## src/hw/rtl/lpcf_pkg.sv

```systemverilog
// shared types and constants of the length-prefixed chunk framer
// no dependencies
`timescale 1ns / 1ps

package lpcf_pkg;

	typedef enum logic [1:0] {
		ST_FILL,
		ST_HDR,
		ST_DATA
	} state_t;

	localparam logic [7:0] SYNC_CHAR  = 8'h32;
	localparam logic [7:0] DIGIT_BASE = 8'h30;

	// header byte positions
	localparam logic [2:0] HDR_LAST_SYNC = 3'd3;
	localparam logic [2:0] HDR_DIGIT0    = 3'd4;
	localparam logic [2:0] HDR_DIGIT1    = 3'd5;

	localparam logic [6:0] TWO_DIGIT_MIN = 7'd10;

	typedef struct packed {
		logic [3:0] tens;
		logic [3:0] ones;
	} dec_t;

	// decimal split for 0..99 via reciprocal multiply (205 / 2048)
	function automatic dec_t dec_split(input logic [6:0] n);
		logic [14:0] p;
		logic [6:0]  t10;
		dec_t        r;
		p      = 15'(n) * 15'd205;
		r.tens = p[14:11];
		t10    = 7'(r.tens) * 7'd10;
		r.ones = 4'(n - t10);
		return r;
	endfunction

	function automatic logic [7:0] digit_char(input logic [3:0] d);
		return DIGIT_BASE | {4'b0000, d};
	endfunction

endpackage

```

## src/hw/rtl/length_prefixed_chunk_framer_top.sv

```systemverilog
// Length-prefixed chunk framer, top level.
// Input channel: in_valid / in_stall carrying in_char and is_final; one
// character per transaction, is_final on the last character of a message.
// Output channel: out_valid / out_stall carrying out_char and run_end.
// Characters collect in a row of CHUNK_CHARS cells that shift toward cell 0.
// A chunk closes when CHUNK_CHARS characters are held or is_final arrives;
// it then goes out as four '2' sync bytes, the length in decimal ASCII
// (one or two digits) and the characters in arrival order, run_end on the
// last byte. Characters are taken one per cycle while in_stall is low;
// nothing comes out for a character unless it closes a chunk. The header
// of a chunk is 5 or 6 bytes, and its alignment shifts start alongside it:
// the row shifts once per cycle to bring the oldest character to cell 0,
// and the output register moves one byte per cycle. in_stall stays high
// while a chunk is being emitted. When out_stall is high the output
// register holds its byte and emission pauses (alignment shifts continue).
// Reset clears the fill count, the sequencer and out_valid; cells need none.
// Depends on lpcf_pkg, lpcf_cell and lpcf_ctrl.
`timescale 1ns / 1ps

module length_prefixed_chunk_framer_top #(
	parameter int CHUNK_CHARS = 32
) (
	input  logic       clk,
	input  logic       arst_n,
	input  logic       in_valid,
	output logic       in_stall,
	input  logic [7:0] in_char,
	input  logic       is_final,
	output logic       out_valid,
	input  logic       out_stall,
	output logic [7:0] out_char,
	output logic       run_end
);

	logic [7:0] chain_w [CHUNK_CHARS];
	logic       shift;

	genvar gi;
	generate
		for (gi = 0; gi < CHUNK_CHARS; gi++) begin : g_cell
			if (gi == CHUNK_CHARS - 1) begin : g_tail
				lpcf_cell u_cell (
					.clk  (clk),
					.shift(shift),
					.din  (in_char),
					.dout (chain_w[gi])
				);
			end else begin : g_body
				lpcf_cell u_cell (
					.clk  (clk),
					.shift(shift),
					.din  (chain_w[gi+1]),
					.dout (chain_w[gi])
				);
			end
		end
	endgenerate

	lpcf_ctrl #(
		.CHUNK_CHARS(CHUNK_CHARS)
	) u_ctrl (
		.clk      (clk),
		.arst_n   (arst_n),
		.in_valid (in_valid),
		.in_final (is_final),
		.in_stall (in_stall),
		.head_char(chain_w[0]),
		.shift    (shift),
		.out_valid(out_valid),
		.out_stall(out_stall),
		.out_char (out_char),
		.out_end  (run_end)
	);

endmodule

```

## src/hw/rtl/lpcf_cell.sv

```systemverilog
// one storage cell of the character shift chain
// depends on nothing; instantiated in a row by the top level
`timescale 1ns / 1ps

module lpcf_cell (
	input  logic       clk,
	input  logic       shift,
	input  logic [7:0] din,
	output logic [7:0] dout
);

	logic [7:0] data_q;

	always_ff @(posedge clk) begin
		if (shift) begin
			data_q <= din;
		end
	end

	assign dout = data_q;

endmodule

```

## src/hw/rtl/lpcf_ctrl.sv

```systemverilog
// framing sequencer: fill count, header generation, chain alignment, output register
// depends on lpcf_pkg
`timescale 1ns / 1ps

module lpcf_ctrl #(
	parameter int CHUNK_CHARS = 32
) (
	input  logic       clk,
	input  logic       arst_n,
	input  logic       in_valid,
	input  logic       in_final,
	output logic       in_stall,
	input  logic [7:0] head_char,
	output logic       shift,
	output logic       out_valid,
	input  logic       out_stall,
	output logic [7:0] out_char,
	output logic       out_end
);

	localparam int FW = $clog2(CHUNK_CHARS + 1);
	localparam logic [FW-1:0] FULL = FW'(CHUNK_CHARS);

	lpcf_pkg::state_t state_q, state_d;
	logic [FW-1:0] fill_q, fill_d;
	logic [FW-1:0] len_q, len_d;
	logic [FW-1:0] align_q, align_d;
	logic [FW-1:0] left_q, left_d;
	logic [2:0]    idx_q, idx_d;
	logic          two_q, two_d;
	logic [3:0]    tens_q, tens_d;
	logic [3:0]    ones_q, ones_d;

	logic          ov_q;
	logic [7:0]    oc_q;
	logic          oe_q;

	logic          load;
	logic          emit;
	logic [7:0]    emit_char;
	logic          emit_end;
	logic [FW-1:0] n_w;
	lpcf_pkg::dec_t dec_w;

	assign load  = !ov_q || !out_stall;
	assign n_w   = fill_q + FW'(1);
	assign dec_w = lpcf_pkg::dec_split(7'(n_w));

	always_ff @(posedge clk or negedge arst_n) begin
		if (!arst_n) begin
			state_q <= lpcf_pkg::ST_FILL;
			fill_q  <= '0;
			ov_q    <= 1'b0;
		end else begin
			state_q <= state_d;
			fill_q  <= fill_d;
			if (load) begin
				ov_q <= emit;
			end
		end
	end

	always_ff @(posedge clk) begin
		len_q   <= len_d;
		align_q <= align_d;
		left_q  <= left_d;
		idx_q   <= idx_d;
		two_q   <= two_d;
		tens_q  <= tens_d;
		ones_q  <= ones_d;
		if (load) begin
			oc_q <= emit_char;
			oe_q <= emit_end;
		end
	end

	always_comb begin
		state_d   = state_q;
		fill_d    = fill_q;
		len_d     = len_q;
		align_d   = align_q;
		left_d    = left_q;
		idx_d     = idx_q;
		two_d     = two_q;
		tens_d    = tens_q;
		ones_d    = ones_q;
		in_stall  = 1'b1;
		shift     = 1'b0;
		emit      = 1'b0;
		emit_char = lpcf_pkg::SYNC_CHAR;
		emit_end  = 1'b0;
		case (state_q)
			lpcf_pkg::ST_FILL: begin
				in_stall = 1'b0;
				if (in_valid) begin
					shift = 1'b1;
					if (in_final || n_w == FULL) begin
						state_d = lpcf_pkg::ST_HDR;
						fill_d  = '0;
						len_d   = n_w;
						align_d = FULL - n_w;
						idx_d   = '0;
						two_d   = 7'(n_w) >= lpcf_pkg::TWO_DIGIT_MIN;
						tens_d  = dec_w.tens;
						ones_d  = dec_w.ones;
					end else begin
						fill_d = n_w;
					end
				end
			end
			lpcf_pkg::ST_HDR: begin
				// alignment shifts run alongside the header bytes
				if (align_q != '0) begin
					shift   = 1'b1;
					align_d = align_q - FW'(1);
				end
				if (load) begin
					emit = 1'b1;
					if (idx_q == lpcf_pkg::HDR_DIGIT0) begin
						emit_char = lpcf_pkg::digit_char(two_q ? tens_q : ones_q);
					end else if (idx_q == lpcf_pkg::HDR_DIGIT1) begin
						emit_char = lpcf_pkg::digit_char(ones_q);
					end
					if ((idx_q == lpcf_pkg::HDR_DIGIT0 && !two_q) ||
						idx_q == lpcf_pkg::HDR_DIGIT1) begin
						state_d = lpcf_pkg::ST_DATA;
						left_d  = len_q;
					end else begin
						idx_d = idx_q + 3'd1;
					end
				end
			end
			lpcf_pkg::ST_DATA: begin
				if (align_q != '0) begin
					shift   = 1'b1;
					align_d = align_q - FW'(1);
				end else if (load) begin
					emit      = 1'b1;
					emit_char = head_char;
					emit_end  = left_q == FW'(1);
					shift     = 1'b1;
					left_d    = left_q - FW'(1);
					if (left_q == FW'(1)) begin
						state_d = lpcf_pkg::ST_FILL;
					end
				end
			end
			default: begin
				state_d = lpcf_pkg::ST_FILL;
			end
		endcase
	end

	assign out_valid = ov_q;
	assign out_char  = oc_q;
	assign out_end   = oe_q;

endmodule

```

## config.mk

```make
export PLATFORM = sky130hd
export DESIGN_NAME = length_prefixed_chunk_framer_top
export DESIGN_NICKNAME = d
export VERILOG_FILES = /design/src/hw/rtl/lpcf_pkg.sv /design/src/hw/rtl/length_prefixed_chunk_framer_top.sv /design/src/hw/rtl/lpcf_cell.sv /design/src/hw/rtl/lpcf_ctrl.sv
export SDC_FILE = /design/constraint.sdc
export NUM_CORES = 1
export LEC_CHECK = 0
export BUFFER_PORTS_ARGS = -buffer_cell sky130_fd_sc_hd__buf_2
export CORE_ASPECT_RATIO = 0.5
export CORE_MARGIN = 8
export CORE_UTILIZATION = 55
export CTS_BUF_LIST = sky130_fd_sc_hd__clkbuf_4 sky130_fd_sc_hd__clkbuf_8 sky130_fd_sc_hd__clkbuf_16
export CTS_CLUSTER_SIZE = 30
export DETAILED_ROUTE_END_ITERATION = 12
export PLACE_DENSITY_LB_ADDON = 0.08
export SLEW_MARGIN = 20
export SYNTH_ARGS = -nofsm -noshare
export SYNTH_HDL_FRONTEND = slang
export SYNTH_HIERARCHICAL = 1
export SYNTH_SLANG_ARGS = --single-unit
```

## constraint.sdc

```tcl
create_clock -name clk -period 14.4 [get_ports clk]
set_input_delay 1.44 -clock clk [delete_from_list [all_inputs] [get_ports clk]]
set_output_delay 1.44 -clock clk [all_outputs]
set_load 0.005 [all_outputs]
```

==> flow_summary_export.csv <==
group,metric,value,unit
clock_network,cts.repair.resized,0,
global_route,grt_max_degree,220,
min_path,hold_path_class,"flop to flop",
clock_network,cts_root_buf,"clkbuf_16",
power_and_ir_drop,p_leak,0.004412,uW
synth,ys.flop_type,"edfxtp_1",
setup_path,critPathMaxFanout,13,
floorplan,start_util,0.5610,
clock_network,path_clk_slew,0.07,ns
sta,setup_viol,0,
sta,slew_viol_final,0,
synth,synth_area_per_cell,19.49,sq um
clock_network,cts_setup_buffers,0,
placed_design,portBuffers,23,
synth,synth_seq_cells,302,
synth,syn_area,0.01092,sq mm
sta,finalHoldViolCount,0,
sta,rsz0062_at_grt,"false",
global_route,grt_antenna_before_repair,0,
sta,period_share,0.3897,
detailed_routing,viasPerCell,5.162,
sta,fin_skew,0.01413,ns
clock_network,numCtsBuffers,25,
floorplan,dieArea,0.02488,sq mm
sta,finalSetupTns,0,ns
clock_network,clk_latency,0.54,ns
synth,syn_nets,619,
global_route,grt_util_all_layers,0.1158,
detailed_routing,drc,0,
synth,synth_edf_count,293,
global_route,grt_remaining_overflow,0,
detailed_routing,vias,4579,
detailed_routing,routedWlPerCell,15.77,microns
placed_design,dp_hpwl,8.306,mm
status,status,"complete, no violations",
global_route,grt_pass1_wl,23.26,mm
sta,fin_hold_ws,0.4110,ns
clock_network,clock_path_buffers,3,
detailed_routing,drt-total-wl,13.99,mm
synth,async_flop_share,0.02980,
setup_path,cp-start-kind,"flop",
floorplan,coreArea,0.01946,sq mm
floorplan,rows,36,
power_and_ir_drop,vdd_drop_max,211.9,uV
run,drv_cap,0,
cells_and_area,area_delta_synth_final,11.60,%
cells_and_area,diodes,0,
synth,yosysSeqAreaShare,0.8267,
floorplan,io_pins,24,
sta,max_slew_margin,0.2138,
power_and_ir_drop,p_per_area,244.8,mW/mm^2
power_and_ir_drop,p_total,2982,uW
cells_and_area,final_nets,662,
setup_path,worstPathArrival,5.88,ns
cells_and_area,fillCellCount,1412,
sta,worstMarginPinSlew,1.179,ns
synth,yosysUniqueCellTypes,49,
global_route,grt_pass1_vias,4470,
clock_network,htreeDepth,1,
setup_path,end_kind,"flop",
sta,period_needed,5.611,ns
clock_network,ctsHoldBuffers,0,
synth,syn_inst,560,
clock_network,clkSinkCount,302,
synth,yosysWarnings,6,
floorplan,die_w,215.2,microns
placed_design,gp_congestion,0.8419,
detailed_routing,drt_iter0_drc,377,
detailed_routing,ant_nets,0,
detailed_routing,dr.pass1.iters,4,
setup_path,worstPathRequired,14.67,ns
clock_network,cts_tree,"yes",
floorplan,dieHeight,115.6,microns
cells_and_area,drive_above_1_share,0.1176,
setup_path,critPathKind,"flop to flop",
sta,max_freq,178.2,MHz
==> path summary, 6_finish.rpt <==
| check | startpoint | slack [ns] | endpoint | depth (start not counted) |
|---|---|---|---|---|
| worst max-delay path | u_ctrl/fill_q[0] | 8.79 | u_ctrl/ones_q[3] | 17 |
| worst min-delay path | g_cell[11].g_body.u_cell/dout[7] | 0.41 | g_cell[10].g_body.u_cell/dout[7] | 0 |
| worst max register to register | u_ctrl/fill_q[0] | 8.79 | u_ctrl/ones_q[3] | 17 |
| worst min register to register | g_cell[11].g_body.u_cell/dout[7] | 0.41 | g_cell[10].g_body.u_cell/dout[7] | 0 |
| max in group asynchronous | arst_n | 13.43 | u_ctrl/fill_q[5] | 1 |
| min in group asynchronous | arst_n | 0.76 | u_ctrl/fill_q[4] | 1 |
==> cell type report <==
| cell class | instances | area, sq um | share of cell area |
|---|---|---|---|
| clock inverters | 14 | 127.6 | 0.01048 |
| multi-input cells | 212 | 1725 | 0.1416 |
| repair buffers | 25 | 162.7 | 0.01335 |
| clock buffers | 31 | 670.6 | 0.05505 |
| well taps | 266 | 332.8 | 0.02732 |
| flip-flops and latches | 302 | 9024 | 0.7408 |
| inverters | 37 | 138.9 | 0.01140 |
==> critical path, stage by stage, from the launching register on <==
cell	delay, ns
dfrtp_1	0.61
ha_1	0.37
nand3_1	0.16
xnor2_2	0.43
inv_1	0.15
ha_1	0.34
fa_1	0.46
fa_1	0.47
ha_1	0.33
nand4b_1	0.14
o21ai_1	0.20
mux2i_1	0.10
a211oi_1	0.47
ha_1	0.25
inv_1	0.05
fa_1	0.40
xnor2_1	0.18
xnor3_1	0.23
==> state kept, by name, summed over array words and instances, names as in the netlist <==
name                       cells
u_ctrl/tens_q                  3
u_ctrl/fill_q                  6
u_ctrl/left_q                  6
u_ctrl/out_valid               1
u_ctrl/len_q                   6
u_ctrl/align_q                 6
g_cell.g_tail.u_cell/dout      8
g_cell.g_body.u_cell/dout    248
u_ctrl/state_q                 2
u_ctrl/out_char                8
u_ctrl/two_q                   1
u_ctrl/ones_q                  3
u_ctrl/out_end                 1
u_ctrl/idx_q                   3
==> through the flow <==
stage	setup WS (ns)	std cells	instance area [sq um]	util
after floorplan	4.664	560	10920	-
after global placement	9.020	841	11350	0.5835
after detailed placement	8.838	842	11380	0.5849
after CTS	8.793	887	12180	0.6259
after global routing	8.336	887	12180	0.6260
final	8.789	887	12180	0.6260
==> per-layer routing <==
layer / wire (microns) / global-route usage / vias to the layer above
met1: 6901 / 0.1646 / 2252
met5: 0 / 0 / -
met3: 841 / 0.03856 / 28
met2: 5956 / 0.1704 / 90
li1: - / - / 2209
met4: 291 / 0.03159 / 0
==> cell families (layout without fill, tap and decap cells) <==
kind of cell,Yosys count,after routing,share of synthesized area
fa+ha+maj,46,46,0.05754
mux,6,6,0.005617
flops,302,302,0.8267
buf+inv,46,107,0.01651
compound gates,63,63,0.03840
xor+xnor,20,20,0.01926
simple gates,77,77,0.03599
==> cells in the mapped netlist (all sizes together) (6+ instances only) <==
cell type / number / area, sq um
a21oi: 14 / 70.07
clkbuf: 7 / 26.28
dfrtp: 9 / 225.2
edfxtp: 293 / 8798
fa: 7 / 140.1
ha: 39 / 488.0
inv: 37 / 138.9
nand2: 25 / 93.84
nand3: 7 / 35.03
nor2: 15 / 56.30
o21ai: 18 / 90.09
o31ai: 8 / 73.82
xnor2: 12 / 112.6
xor2: 6 / 52.55
==> cells in the final DEF (no fill, tap or decap), types with 8 or more instances in the layout <==
| cell type | Yosys | layout |
|---|---|---|
| a21oi_1 | 14 | 13 |
| buf_2 | 0 | 23 |
| clkbuf_16 | 0 | 25 |
| dfrtp_1 | 9 | 9 |
| edfxtp_1 | 293 | 293 |
| ha_1 | 39 | 39 |
| inv_1 | 36 | 36 |
| nand2_1 | 25 | 25 |
| nor2_1 | 15 | 15 |
| o21ai_0 | 10 | 10 |
| o21ai_1 | 8 | 8 |
| xnor2_1 | 11 | 11 |
==> report_power, final <==
group	internal, uW	leakage, uW	switching (uW)	total (uW)
clock	369	0.000403	290	659
combinational	135	0.00103	387	522
sequential	1680	0.00298	126	1800
Note: power is estimated with default switching activity, not from simulation.
